<file path="config.mk">
export PLATFORM = sky130hd
export DESIGN_NAME = proper_divisor_sum
export DESIGN_NICKNAME = d
export VERILOG_FILES = /design/src/rtl/pds_pkg.sv /design/src/rtl/pds_div.sv /design/src/rtl/proper_divisor_sum.sv
export SDC_FILE = /design/constraint.sdc
export NUM_CORES = 1
export LEC_CHECK = 0
export BUFFER_PORTS_ARGS = -buffer_cell sky130_fd_sc_hd__buf_2
export CORE_ASPECT_RATIO = 0.9
export CORE_MARGIN = 2
export CORE_UTILIZATION = 55
export CTS_BUF_LIST = sky130_fd_sc_hd__clkbuf_8 sky130_fd_sc_hd__clkbuf_16
export DETAILED_ROUTE_END_ITERATION = 8
export PLACE_DENSITY = 0.74
export SLEW_MARGIN = 0
export SYNTH_ARGS = -nofsm -noshare
export SYNTH_HDL_FRONTEND = slang
export SYNTH_SLANG_ARGS = --single-unit
</file>
<file path="constraint.sdc">
create_clock -name i_clk -period 4.9 [get_ports i_clk]
set_clock_uncertainty 0.05 [all_clocks]
set_input_delay 0.98 -clock i_clk [delete_from_list [all_inputs] [get_ports i_clk]]
set_output_delay 0.98 -clock i_clk [all_outputs]
set_load 0.01 [all_outputs]
</file>
<file path="src/rtl/pds_pkg.sv">
`timescale 1ns / 1ps
// Shared widths, control types and state codes for the proper divisor sum block.
// No dependencies; used by pds_div and proper_divisor_sum.
package pds_pkg;

    localparam int NUM_W       = 31;                     // width of the analysed number
    localparam int DIV_W       = (NUM_W + 2) / 2;        // trial divisor, up to sqrt + 1
    localparam int CNT_W       = 11;                     // divisor count
    localparam int SUM_W       = 34;                     // proper-divisor sum
    localparam int BIT_W       = $clog2(NUM_W);          // divider step counter
    localparam int IN_TDATA_W  = ((NUM_W + 7) / 8) * 8;
    localparam int OUT_TDATA_W = ((CNT_W + SUM_W + 7) / 8) * 8;
    localparam int CMP_W       = 64;                     // width for the perfect-number compare

    // Divider status toward the sequencer.
    typedef struct packed {
        logic done;      // one-cycle pulse: quotient and remainder are final
        logic rem_zero;  // remainder is zero
    } t_div_stat;

    typedef enum logic [4:0] {
        ST_IDLE = 5'b00001,
        ST_DIV  = 5'b00010,
        ST_EVAL = 5'b00100,
        ST_COF  = 5'b01000,
        ST_DONE = 5'b10000
    } t_state;

endpackage

</file>
<file path="src/rtl/pds_div.sv">
`timescale 1ns / 1ps
// Bit-serial restoring divider: one quotient bit per cycle, NUM_W quotient bits in all.
// Depends on pds_pkg for widths and the status struct.
module pds_div (
    input  logic                       i_clk,
    input  logic                       i_rst_n,
    input  logic                       i_start,
    input  logic [pds_pkg::NUM_W-1:0]  i_dividend,
    input  logic [pds_pkg::DIV_W-1:0]  i_divisor,   // held stable while busy
    output pds_pkg::t_div_stat         o_stat,
    output logic [pds_pkg::NUM_W-1:0]  o_quotient
);

    logic                       r_busy;
    logic                       r_done;
    logic [pds_pkg::BIT_W-1:0]  r_bit;
    logic [pds_pkg::DIV_W-1:0]  r_rem;
    logic [pds_pkg::NUM_W-1:0]  r_quo;   // dividend bits shift out, quotient bits shift in

    logic [pds_pkg::DIV_W:0]    w_trial;
    logic [pds_pkg::DIV_W:0]    w_diff;
    logic                       w_fits;
    logic [pds_pkg::DIV_W-1:0]  n_rem;

    // Remainder stays below the divisor, so the trial value stays below twice it.
    assign w_trial = {r_rem, r_quo[pds_pkg::NUM_W-1]};
    assign w_fits  = w_trial >= {1'b0, i_divisor};
    assign w_diff  = w_trial - {1'b0, i_divisor};
    assign n_rem   = w_fits ? w_diff[pds_pkg::DIV_W-1:0] : w_trial[pds_pkg::DIV_W-1:0];

    always_ff @(posedge i_clk) begin
        if (!i_rst_n) begin
            r_busy <= 1'b0;
            r_done <= 1'b0;
            r_bit  <= '0;
        end else begin
            r_done <= 1'b0;
            if (i_start) begin
                r_busy <= 1'b1;
                r_bit  <= pds_pkg::BIT_W'(pds_pkg::NUM_W - 1);
            end else if (r_busy) begin
                if (r_bit == '0) begin
                    r_busy <= 1'b0;
                    r_done <= 1'b1;
                end else begin
                    r_bit <= r_bit - pds_pkg::BIT_W'(1);
                end
            end
        end
    end

    always_ff @(posedge i_clk) begin
        if (i_start) begin
            r_rem <= '0;
            r_quo <= i_dividend;
        end else if (r_busy) begin
            r_rem <= n_rem;
            r_quo <= {r_quo[pds_pkg::NUM_W-2:0], w_fits};
        end
    end

    assign o_stat.done     = r_done;
    assign o_stat.rem_zero = (r_rem == '0);
    assign o_quotient      = r_quo;

    a_rem_below_divisor: assert property (@(posedge i_clk) disable iff (!i_rst_n)
        r_busy |-> (r_rem < i_divisor))
        else $error("divider remainder reached the divisor");

    a_done_after_busy: assert property (@(posedge i_clk) disable iff (!i_rst_n)
        r_done |-> $past(r_busy) && !r_busy)
        else $error("divider done without a finished pass");

    a_start_while_idle: assert property (@(posedge i_clk) disable iff (!i_rst_n)
        i_start |-> !r_busy)
        else $error("divider restarted during a pass");

endmodule

</file>
<file path="src/rtl/proper_divisor_sum.sv">
`timescale 1ns / 1ps
// Top level: aliquot sum by trial division, driving the bit-serial divider.
// Depends on pds_pkg and pds_div.
//
// Usage:
//   Input channel s_axis_*: one item carries the number to analyse in the low
//   NUM_W bits of s_axis_tdata; upper bits are ignored. An item is taken only
//   while the block is idle (s_axis_tready high).
//   Output channel m_axis_*: one item per input item with the divisor count,
//   the proper-divisor sum and, in m_axis_tuser, the perfect-number flag.
//   Each trial divisor d = 1, 2, ... runs one pass of the serial divider,
//   then an evaluate step; when d divides n and its cofactor n / d must be
//   added too, a cofactor step follows before the next pass. The loop ends
//   once d * d exceeds n, so most of the time goes into the divider passes.
//   Numbers below two skip the divider and go straight to the result.
//   One item is processed at a time; the next input item is taken as soon
//   as its result has moved into the output register.
//   The output register holds a result until m_axis_tready takes it; while it
//   is full, a finished result waits in the sequencer and no new item enters.
//   Reset (i_rst_n low, synchronous) returns to idle and drops any result.
module proper_divisor_sum (
    input  logic                             i_clk,
    input  logic                             i_rst_n,
    input  logic                             s_axis_tvalid,
    output logic                             s_axis_tready,
    input  logic [pds_pkg::IN_TDATA_W-1:0]   s_axis_tdata,   // [30:0] number
    output logic                             m_axis_tvalid,
    input  logic                             m_axis_tready,
    output logic [pds_pkg::OUT_TDATA_W-1:0]  m_axis_tdata,   // [10:0] divisor_count,
                                                             // [44:11] divisor_sum
    output logic                             m_axis_tuser    // [0] is_perfect
);

    pds_pkg::t_state                 r_state;
    logic [pds_pkg::NUM_W-1:0]       r_num;
    logic [pds_pkg::DIV_W-1:0]       r_d;
    logic [pds_pkg::CNT_W-1:0]       r_count;
    logic [pds_pkg::SUM_W-1:0]       r_sum;
    logic                            r_out_valid;
    logic [pds_pkg::CNT_W-1:0]       r_out_count;
    logic [pds_pkg::SUM_W-1:0]       r_out_sum;
    logic                            r_out_perf;

    logic                            w_in_take;
    logic [pds_pkg::NUM_W-1:0]       w_in_num;
    logic                            w_start;
    logic [pds_pkg::NUM_W-1:0]       w_dividend;
    pds_pkg::t_div_stat              w_stat;
    logic [pds_pkg::NUM_W-1:0]       w_quo;
    logic                            w_stop;
    logic                            w_cof;
    logic                            w_out_load;
    logic                            w_perfect;

    assign s_axis_tready = (r_state == pds_pkg::ST_IDLE);
    assign w_in_take     = s_axis_tvalid && s_axis_tready;
    assign w_in_num      = s_axis_tdata[pds_pkg::NUM_W-1:0];

    // Loop ends once d exceeds n / d, which is d * d > n.
    assign w_stop = pds_pkg::NUM_W'(r_d) > w_quo;
    // Cofactor counts too, unless d is one or the exact square root.
    assign w_cof  = w_stat.rem_zero && (r_d != pds_pkg::DIV_W'(1))
                    && (w_quo != pds_pkg::NUM_W'(r_d));

    // Kick the divider on a fresh number of two or more, or on the next divisor.
    always_comb begin
        w_start = 1'b0;
        unique case (r_state)
            pds_pkg::ST_IDLE: w_start = w_in_take && (w_in_num > pds_pkg::NUM_W'(1));
            pds_pkg::ST_EVAL: w_start = !w_stop && !w_cof;
            pds_pkg::ST_COF:  w_start = 1'b1;
            pds_pkg::ST_DIV,
            pds_pkg::ST_DONE: w_start = 1'b0;
            default:          w_start = 1'b0;
        endcase
    end

    assign w_dividend = (r_state == pds_pkg::ST_IDLE) ? w_in_num : r_num;

    pds_div u_div (
        .i_clk      (i_clk),
        .i_rst_n    (i_rst_n),
        .i_start    (w_start),
        .i_dividend (w_dividend),
        .i_divisor  (r_d),
        .o_stat     (w_stat),
        .o_quotient (w_quo)
    );

    assign w_out_load = (r_state == pds_pkg::ST_DONE) && (!r_out_valid || m_axis_tready);
    assign w_perfect  = (r_num != '0)
                        && (pds_pkg::CMP_W'(r_sum) == pds_pkg::CMP_W'(r_num));

    // Sequencer.
    always_ff @(posedge i_clk) begin
        if (!i_rst_n) begin
            r_state <= pds_pkg::ST_IDLE;
        end else begin
            unique case (r_state)
                pds_pkg::ST_IDLE: begin
                    if (w_in_take) begin
                        r_state <= w_start ? pds_pkg::ST_DIV : pds_pkg::ST_DONE;
                    end
                end
                pds_pkg::ST_DIV: begin
                    if (w_stat.done) begin
                        r_state <= pds_pkg::ST_EVAL;
                    end
                end
                pds_pkg::ST_EVAL: begin
                    priority if (w_stop) begin
                        r_state <= pds_pkg::ST_DONE;
                    end else if (w_cof) begin
                        r_state <= pds_pkg::ST_COF;
                    end else begin
                        r_state <= pds_pkg::ST_DIV;
                    end
                end
                pds_pkg::ST_COF: begin
                    r_state <= pds_pkg::ST_DIV;
                end
                pds_pkg::ST_DONE: begin
                    if (w_out_load) begin
                        r_state <= pds_pkg::ST_IDLE;
                    end
                end
                default: begin
                    r_state <= pds_pkg::ST_IDLE;
                end
            endcase
        end
    end

    // Working registers: number, trial divisor, running count and sum.
    always_ff @(posedge i_clk) begin
        if (w_in_take) begin
            r_num   <= w_in_num;
            r_d     <= pds_pkg::DIV_W'(1);
            r_count <= '0;
            r_sum   <= '0;
        end else if (r_state == pds_pkg::ST_EVAL) begin
            if (!w_stop && w_stat.rem_zero) begin
                r_count <= r_count + 1'b1;
                r_sum   <= r_sum + pds_pkg::SUM_W'(r_d);
            end
            // Advance to the next divisor unless the loop ends or the cofactor still needs adding.
            if (!w_stop && !w_cof) begin
                r_d <= r_d + 1'b1;
            end
        end else if (r_state == pds_pkg::ST_COF) begin
            r_count <= r_count + 1'b1;
            r_sum   <= r_sum + pds_pkg::SUM_W'(w_quo);
            r_d     <= r_d + 1'b1;
        end
    end

    // Output register: hold until the receiver takes the item.
    always_ff @(posedge i_clk) begin
        if (!i_rst_n) begin
            r_out_valid <= 1'b0;
        end else if (w_out_load) begin
            r_out_valid <= 1'b1;
        end else if (m_axis_tready) begin
            r_out_valid <= 1'b0;
        end
    end

    always_ff @(posedge i_clk) begin
        if (w_out_load) begin
            r_out_count <= r_count;
            r_out_sum   <= r_sum;
            r_out_perf  <= w_perfect;
        end
    end

    assign m_axis_tvalid = r_out_valid;
    assign m_axis_tdata  = pds_pkg::OUT_TDATA_W'({r_out_sum, r_out_count});
    assign m_axis_tuser  = r_out_perf;

    a_divisor_nonzero: assert property (@(posedge i_clk) disable iff (!i_rst_n)
        (r_state == pds_pkg::ST_DIV) |-> (r_d != '0))
        else $error("trial divisor is zero during a divide");

    a_cofactor_needs_d_above_one: assert property (@(posedge i_clk) disable iff (!i_rst_n)
        (r_state == pds_pkg::ST_COF) |-> (r_d > pds_pkg::DIV_W'(1)))
        else $error("cofactor step for divisor one");

    a_done_from_eval_stops: assert property (@(posedge i_clk) disable iff (!i_rst_n)
        (r_state == pds_pkg::ST_EVAL) && w_stop |=> (r_state == pds_pkg::ST_DONE))
        else $error("loop did not finish when the divisor passed the square root");

    a_start_only_when_idle_div: assert property (@(posedge i_clk) disable iff (!i_rst_n)
        w_start |=> (r_state == pds_pkg::ST_DIV))
        else $error("divider started outside a divide pass");

endmodule
</file>
==> results.md <==
- Power Density: 451 nW/um^2
- Vias in the first global route: 8526
- Hold_sp: u_div.r_bit[4]
- Syn. warnings: 0
- R2R setup slack: 0.89 ns
- Reg2reg end: r_sum[32]
- Final hold violations: 0
- Crit-path max cell delay: 0.43 ns
- Hold path endpoint: u_div.r_done
- Nature of the critical path startpoint: flop
- Maximum fanout along the worst path: 26
- Clock slew at reported path FFs: 0.08 ns
- TritonRoute pass-1 iters: 5
- VDD IR-drop max: 0.257 mV
- Max Cap Viol: 0
- Sequential share of power: 38.6%
- Share of layout cells above drive strength 1: 11.5%
- Final core occ: 62.3%
- Largest area contributor in the synthesized netlist: edfxtp_1
- Initial antenna violation count: 1
- Clock power share: 26.0%
- Library cells used by synthesis: 74
- RSZ-0062 raised after global routing: false
- Multi-input gate area in the final layout: 5770 um^2
- Detailed-route wire length: 28300 um
- FF-to-FF path depth: 16
- Cts bufs inserted: 17
- Worst path cell trace: nor2_1 -> nand3_1 -> buf_4 -> nand2_1 -> o21ai_0 -> ha_1 -> inv_1 -> fa_1 -> nand2b_1 -> a21oi_1 -> o211ai_1 -> a21oi_1 -> nor3_1 -> o41ai_1 -> nand3_1 -> mux2i_1
- Final ANT Viol Nets: 0
- Hold buffers post-CTS: 0
- Post-synth EDFFs: 108
- Iter 0 DRT Violations: 778
- Post-synthesis cell count: 1196
- H-tree depth: 4
- Least-Margin Pin Slew: 0.962 ns
- Io pins: 87
- Hold depth: 1
- Gr ovfl total: 0
- Hold WC Path Type: flop to flop
- CTS tree: built
- Asr flop ratio synth: 0%
- GRT Util Overall: 26.4%
- Buf/Inv on CP: 2
- Crit end category: flop
- Drt drc: 0
- Root Driver: clkbuf_16
- Initial Util: 56.2%
- Pre-CTS setup slack: 0.966 ns
- Clock Tree Buf Depth: 2
- Mean post-synth cell area: 9.39 um^2
- Die ar.: 21600 um^2
- Worst Hold Slack: 0.391 ns
- Pint: 3.59 mW
- Fmax: 249 MHz
- DIE HEIGHT: 140 um
- Worst Path Arrival: 4.31 ns
- Clk_lat worst skew: 0.45 ns
- Top_reg_cell synth: edfxtp_1
- Core area: 20000 um^2
- Setup_tns: 0 ns
- Status: completed
- Max_slew headroom: 35.8%
- Buffers on Ports: 82
- Via count: 9249
- Sequential-to-total area share from yosys stat: 44.9%
- Reg area: 5040 um^2
- Sink Count: 198
- GPL Wtd Cong: 0.917
- Final min period: 4.01 ns
- Fin. max-slew vios: 0
- DR WL/cell: 18.5 um
- Post-CTS Resized: 0
- CP max stage cell: o41ai_1
- FILL cells: 1645
- Final nets: 1370
- Area contributors post-synth: edfxtp_1 (29%), dfxtp_1 (16%), ha_1 (7.5%)
- Endpoints failing setup: 0
- Cell Rows: 49
- Leakage power: 5.01 nW
- Delay-heaviest family, CP: compound AO/OA/AOI/OAI gates
- Worst Path Required: 5.19 ns
- Most frequent cells in the layout: nor2_1 (140), nand2_1 (136), edfxtp_1 (108), dfxtp_1 (90), buf_2 (82)
- First-pass GRT wire length: 44600 um
- DP HPWL: 20800 um
- Largest net degree at the start of global routing: 88
- Setup Fix Bufs, Post-CTS: 0
- Die width: 155 um
- Worst r2r src: r_state[3]
- Net Sw Frac: 36.1%
- Commonest non-fill, non-tap cell in the layout: nor2_1
- Synth Cell Area: 11200 um^2
- Synthesis-stage register bit count: 198
- Comb power frac: 35.4%
- Crit share post-route: 81.9%
- Area grow syn2layout: 10.8%
- Synth top area share: 28.9%
- Kind of critical path: flop to flop
- NetSw: 2.03 mW
- Worst Setup Slack, final: 0.888 ns
- Vias/cell: 6.03
==> through the flow <==
step	power [mW]	std cells	area (um^2)
floorplan	3.74	1198	11200
global placement	4.11	1501	11800
detailed placement	4.16	1501	11800
CTS	5.61	1533	12400
global route	5.94	1534	12400
finish	5.62	1534	12400
==> registers in the layout (all words and copies together) (netlist names), 11 cells and up <==
register          cells
r_sum                34
r_out_sum            34
r_d                  16
r_count              11
r_num                31
u_div.o_quotient     31
u_div.r_rem          16
r_out_count          11
==> how the worst max path moves through the flow <==
stage | startpoint | to | cells past startpoint
global route | r_state[0] | r_sum[32] | 16
detailed placement | r_state[3] | r_sum[32] | 16
global placement | r_state[3] | r_sum[32] | 16
floorplan | m_axis_tready | m_axis_tuser | 2
CTS | r_state[4] | r_sum[32] | 16
finish | r_state[3] | r_sum[32] | 16
==> cells in the mapped netlist, drive strengths merged, types with 22 or more instances <==
library cell,number
nor2,140
nand2,137
clkbuf,25
nor3,23
o21ai,50
nor4,39
a21o,22
edfxtp,108
xor2,40
ha,67
a31oi,38
a211oi,29
dfxtp,90
inv,50
nand4,28
xnor2,48
a21oi,56
nand3,35
==> power by group through the flow <==
stage / Clock [mW] / Combinational [mW] / Sequential, mW
floorplan: 0 / 1.61 / 2.14
global placement: 0 / 1.92 / 2.19
detailed placement: 0 / 1.96 / 2.20
CTS: 1.47 / 1.98 / 2.16
global route: 1.53 / 2.22 / 2.19
finish: 1.46 / 1.99 / 2.17
==> layer usage <==
metal | track usage (%) | wire, um
met2 | 41.4 | 13000
met4 | 7.31 | 566
met3 | 6.82 | 2090
met1 | 36.5 | 12700
met5 | 0 | 0
==> area by class of cell <==
type / instances / area share [%]
Clock inverter: 14 / 1.25
Inverter: 53 / 1.60
Antenna cell: 1 / 0.0201
Clock buffer: 18 / 3.62
Multi-Input combinational cell: 901 / 46.4
Sequential cell: 198 / 40.5
Timing Repair Buffer: 94 / 4.02
Tap cell: 255 / 2.56
==> cells by family (layout without fill, tap and decap cells) <==
group           Yosys count  count (layout)  share of synthesized area [%]
compound gates          261             261                           15.3
xor+xnor                 88              88                           6.86
fa+ha+maj                69              69                           7.82
buf+inv                  99             179                           3.88
flops                   198             198                           44.9
mux                      16              16                           1.44
other cells               1               4                         0.0334
simple gates            464             464                           19.8
Note: power is estimated with default switching activity, not from simulation.
